$ cat src/sv/cpd_pkg.sv
// Shared types and constants of the convolution peak detector.
`default_nettype none
package cpd_pkg;
  localparam int OUT_W = 30;
  localparam int MAG_W = 2 * OUT_W;
  localparam int IDX_W = 6;
  localparam int CFG_W = 7;
  localparam logic [CFG_W-1:0] TAP_COUNT_RST = 7'd64;
  localparam logic CMD_LOAD = 1'b0;
  localparam logic CMD_FEED = 1'b1;

  typedef struct packed {
    logic tap_wr;
    logic step;
    logic zero;
    logic report;
    logic clear;
    logic drop;
  } cmd_t;

  typedef struct packed {
    logic busy;
    logic done;
    logic out_full;
  } sts_t;
endpackage
`default_nettype wire

$ cat src/sv/cpd_ctrl.sv
// Controller: sequences tap loads, sample steps, tail flush and result report.
`default_nettype none
module cpd_ctrl import cpd_pkg::*; #(
  parameter int TAPS = 64,
  parameter int MAX_SAMPLES = 65536
) (
  input  wire logic                      clk,
  input  wire logic                      rst_n,
  input  wire logic                      in_valid,
  input  wire logic                      in_kind,
  input  wire logic                      in_last,
  input  wire logic [$clog2(TAPS+1)-1:0] m,
  input  wire sts_t                      sts,
  output logic                           in_ready,
  output cmd_t                           cmd
);
  localparam int MW = $clog2(TAPS + 1);
  localparam int CW = $clog2(MAX_SAMPLES + 1);

  typedef enum logic [1:0] {S_IDLE, S_RUN, S_FLUSH, S_REPORT} state_t;

  state_t         state_r, state_nxt;
  logic [CW-1:0]  cnt_r, cnt_nxt;
  logic [MW-1:0]  flush_r, flush_nxt;
  logic           last_r, last_nxt;
  logic           drop_r, drop_nxt;
  logic           more_taps;
  logic           more_flush;

  assign more_taps  = (m > MW'(1));
  assign more_flush = (({1'b0, flush_r} + 1'b1) < {1'b0, m});
  assign in_ready   = (state_r == S_IDLE);

  always_comb begin
    state_nxt = state_r;
    cnt_nxt   = cnt_r;
    flush_nxt = flush_r;
    last_nxt  = last_r;
    drop_nxt  = drop_r;
    cmd       = '0;
    cmd.drop  = drop_r;
    unique case (state_r)
      S_IDLE: begin
        if (in_valid) begin
          if (in_kind == CMD_LOAD) begin
            cmd.tap_wr = 1'b1;
          end else if (cnt_r < CW'(MAX_SAMPLES)) begin
            cnt_nxt   = cnt_r + 1'b1;
            cmd.step  = 1'b1;
            last_nxt  = in_last;
            state_nxt = S_RUN;
          end else begin
            drop_nxt = 1'b1;
            if (in_last) begin
              flush_nxt = MW'(1);
              if (more_taps) begin
                cmd.step  = 1'b1;
                cmd.zero  = 1'b1;
                state_nxt = S_FLUSH;
              end else begin
                state_nxt = S_REPORT;
              end
            end
          end
        end
      end
      S_RUN: begin
        if (sts.done) begin
          if (last_r) begin
            flush_nxt = MW'(1);
            if (more_taps) begin
              cmd.step  = 1'b1;
              cmd.zero  = 1'b1;
              state_nxt = S_FLUSH;
            end else begin
              state_nxt = S_REPORT;
            end
          end else begin
            state_nxt = S_IDLE;
          end
        end
      end
      S_FLUSH: begin
        if (sts.done) begin
          if (more_flush) begin
            flush_nxt = flush_r + 1'b1;
            cmd.step  = 1'b1;
            cmd.zero  = 1'b1;
          end else begin
            state_nxt = S_REPORT;
          end
        end
      end
      S_REPORT: begin
        if (!sts.out_full) begin
          cmd.report = 1'b1;
          cmd.clear  = 1'b1;
          cnt_nxt    = '0;
          drop_nxt   = 1'b0;
          state_nxt  = S_IDLE;
        end
      end
      default: state_nxt = S_IDLE;
    endcase
  end

  always_ff @(posedge clk) begin
    if (!rst_n) begin
      state_r <= S_IDLE;
      cnt_r   <= '0;
      flush_r <= '0;
      last_r  <= 1'b0;
      drop_r  <= 1'b0;
    end else begin
      state_r <= state_nxt;
      cnt_r   <= cnt_nxt;
      flush_r <= flush_nxt;
      last_r  <= last_nxt;
      drop_r  <= drop_nxt;
    end
  end
endmodule
`default_nettype wire

$ cat config.mk
export PLATFORM = sky130hd
export DESIGN_NAME = cpd_ctrl
export DESIGN_NICKNAME = d
export VERILOG_FILES = /design/src/sv/cpd_pkg.sv /design/src/sv/cpd_ctrl.sv
export SDC_FILE = /design/constraint.sdc
export NUM_CORES = 1
export LEC_CHECK = 0
export ABC_AREA = 1
export CORE_UTILIZATION = 51
export DETAILED_ROUTE_END_ITERATION = 10
export DONT_BUFFER_PORTS = 1
export HOLD_SLACK_MARGIN = 0.15
export PLACE_DENSITY = 0.66
export SYNTH_ARGS = -nofsm -noshare
export SYNTH_HDL_FRONTEND = slang
export SYNTH_SLANG_ARGS = --single-unit
$ cat constraint.sdc
create_clock -name clk -period 3.42 [get_ports clk]
set_clock_uncertainty 0.2 [all_clocks]
set_input_delay 0.684 -clock clk [delete_from_list [all_inputs] [get_ports clk]]
set_output_delay 0.684 -clock clk [all_outputs]
set_load 0.01 [all_outputs]
==> results.cfg <==
[final_layout]
final_common_cell = nand2_1
n_antenna_cell = 0
layout_common_cells = nand2_1 (78), inv_1 (44), nor2_1 (36)
drive_gt1_frac = 0.0825
final_cells = 349
fill_cells = 380
fin_nets = 328
syn2layout_area_growth_pct = 4.60

[synth]
synth_top_area_frac = 0.290
syn_nets = 325
synth_edf_count = 0
yosys_most_used_dff = dfxtp_1
yosysWarningCount = 0
yosys.area.top_type = dfxtp_1
synth-async-reset-ratio = 0
synth.yosys.seq_area_share = 0.290
netlist_instances = 302
synth_area_leaders = dfxtp_1 (29%), nand2_1 (15%), inv_1 (8.7%)
syn_area_um2 = 1930
ys_ff_latch = 28
yosysUniqueCellTypes = 37
avgSynthCellArea_um2 = 6.40

[detailed_routing]
wl_mm = 3.86
drt_iter0_drc = 64
route.vias.total = 1786
drtAntennaViolNets = 0
drc = 0
vias_per_cell = 5.12
wire_per_inst_um = 11.1
dr.pass1.iters = 4

[setup_path]
crit_type = reg2out
slowest_delay_ns = 0.38
critPathTopFamily = simple AND/OR/NAND/NOR gates
crit_slowest_cell = dfxtp_2
worst-path-max-fanout = 5
cp-start-kind = register
critPathArrivalTime_ns = 2.30
cp.buffers_inverters = 3
critPathRequiredTime_ns = 2.54
crit_chain = ha_1 > nand2_1 > inv_2 > nand2_1 > o21ai_2 > inv_1 > ha_1 > nand2_1 > nand2_1 > nor2_1 > nand3_1 > inv_1 > nand2_1 > o211ai_1
end_kind = output port
crit_top_cell = nand2_1

[sta]
final.setup.tns_ns = 0
report.final.slew_viol_count = 0
rsz0062_at_grt = false
hold_ws_ns = 0.281
finalCriticalPeriod_ns = 3.19
slew_headroom = 0.570
post-route-period-util = 0.932
max_freq_mhz = 314
hold_violations = 0
setup_viol = 0
worstMarginPinSlew_ns = 0.643

[power_and_ir_drop]
p_total_mw = 0.916
irDropWorstVdd_uv = 198
p_per_area_nw_per_um2 = 453
cellLeakagePower_nw = 0.917

[clock_tree]
clk_path_buf_depth = 2
insertion_delay_ns = 0.27
cts.clk_slew.worst_paths_ns = 0.10
postCtsSetupBuffers = 0
cts.sinks = 28
cts-root-buf = clkbuf_8
htree_levels = 1
cts_tree = done
cts_buffers = 3

[grt]
grt_max_degree = 17
grt_usage = 0.201
grt_pass1_wl_mm = 6.62
antenna_found_initial = 0
grt_overflow = 0
first_global_vias = 1584

[worst_hold_path]
min_path_type = reg2reg

[die]
die-area_um2 = 4040
initial_core_util = 0.557
pin_count = 22
dieHeight_um = 63.5
die_w_um = 63.5
rows = 21
core_um2 = 3470

[place]
placed_cells = 346
port_buffers = 0
globalplace.congestion = 0.816
dp_hpwl_mm = 3.10

[outcome]
status = finished, final reports clean

[job]
cap_violations = 0
## through the flow
stage | cell area (µm²) | worst slack [ns] | util
2_1_floorplan | 1930 | 0.642 | -
3_3_place_gp | 1970 | 0.392 | 0.569
3_5_place_dp | 1970 | 0.321 | 0.569
4_1_cts | 2020 | 0.0110 | 0.581
5_1_grt | 2020 | 0.00668 | 0.583
6_report | 2020 | 0.233 | 0.583
## tightest hold or removal path: stages, from the launching register on
cell and delay [ns]:
dfxtp_1 0.33, nand2_1 0.06, a21oi_1 0.05
## metal layers
metal	vias up	share of wire	track usage
met5	-	0	0
met4	0	0.0044	0.0341
met3	2	0.021	0.0272
met2	23	0.49	0.376
met1	787	0.49	0.243
li1	974	-	-
## Yosys cell counts, types with 2 or more instances
master	instances
nor2_1	36
xor2_1	2
dfxtp_1	28
o21ai_0	10
a22oi_1	2
buf_4	2
nor3_2	2
nand4_1	9
inv_2	2
a21oi_1	22
nand2_2	4
inv_1	45
nand3_1	20
nand2_4	2
ha_1	8
nor3_1	9
o21ai_1	2
nand2_1	78
## path summary, 6_finish.rpt
check        startpoint         end  slack [ns]  cells after the start
min reg2reg  flush_r[6]  flush_r[6]        0.28                      2
min          flush_r[6]  flush_r[6]        0.28                      2
max reg2reg  flush_r[0]  flush_r[0]        1.05                     16
max          flush_r[0]      cmd[3]        0.23                     14
## state kept, by name, indices dropped and copies added, names as in the netlist
register and flops:
last_r 1, cnt_r 17, state_r 2, drop_r 1
flush_r 7
## report_power, final
part	leakage (nW)	internal, mW	switching [mW]
combinational	0.669	0.115	0.258
clock	0.0216	0.0789	0.0961
sequential	0.227	0.345	0.0238
## final cells by class
type | instances | area, µm² | share of cell area
Inverter | 49 | 189 | 0.0935
Multi-Input combinational cell | 221 | 1160 | 0.572
Timing Repair Buffer | 2 | 15.0 | 0.00743
Tap cell | 46 | 57.6 | 0.0285
Clock buffer | 3 | 41.3 | 0.0204
Sequential cell | 28 | 562 | 0.278
## cells by family after synthesis
kind of cell    after synthesis  synth area share
compound gates               41             0.121
simple gates                169             0.410
xor+xnor                      3            0.0136
fa+ha+maj                     8            0.0518
buf+inv                      53             0.113
flops                        28             0.290
## repair_timing
action,in CTS,in global routing
hold buffers,0,0
gates resized for setup,0,4
endpoints found under the hold margin,0,0
endpoints found under the setup margin,0,2
Note: power is estimated with default switching activity, not from simulation.
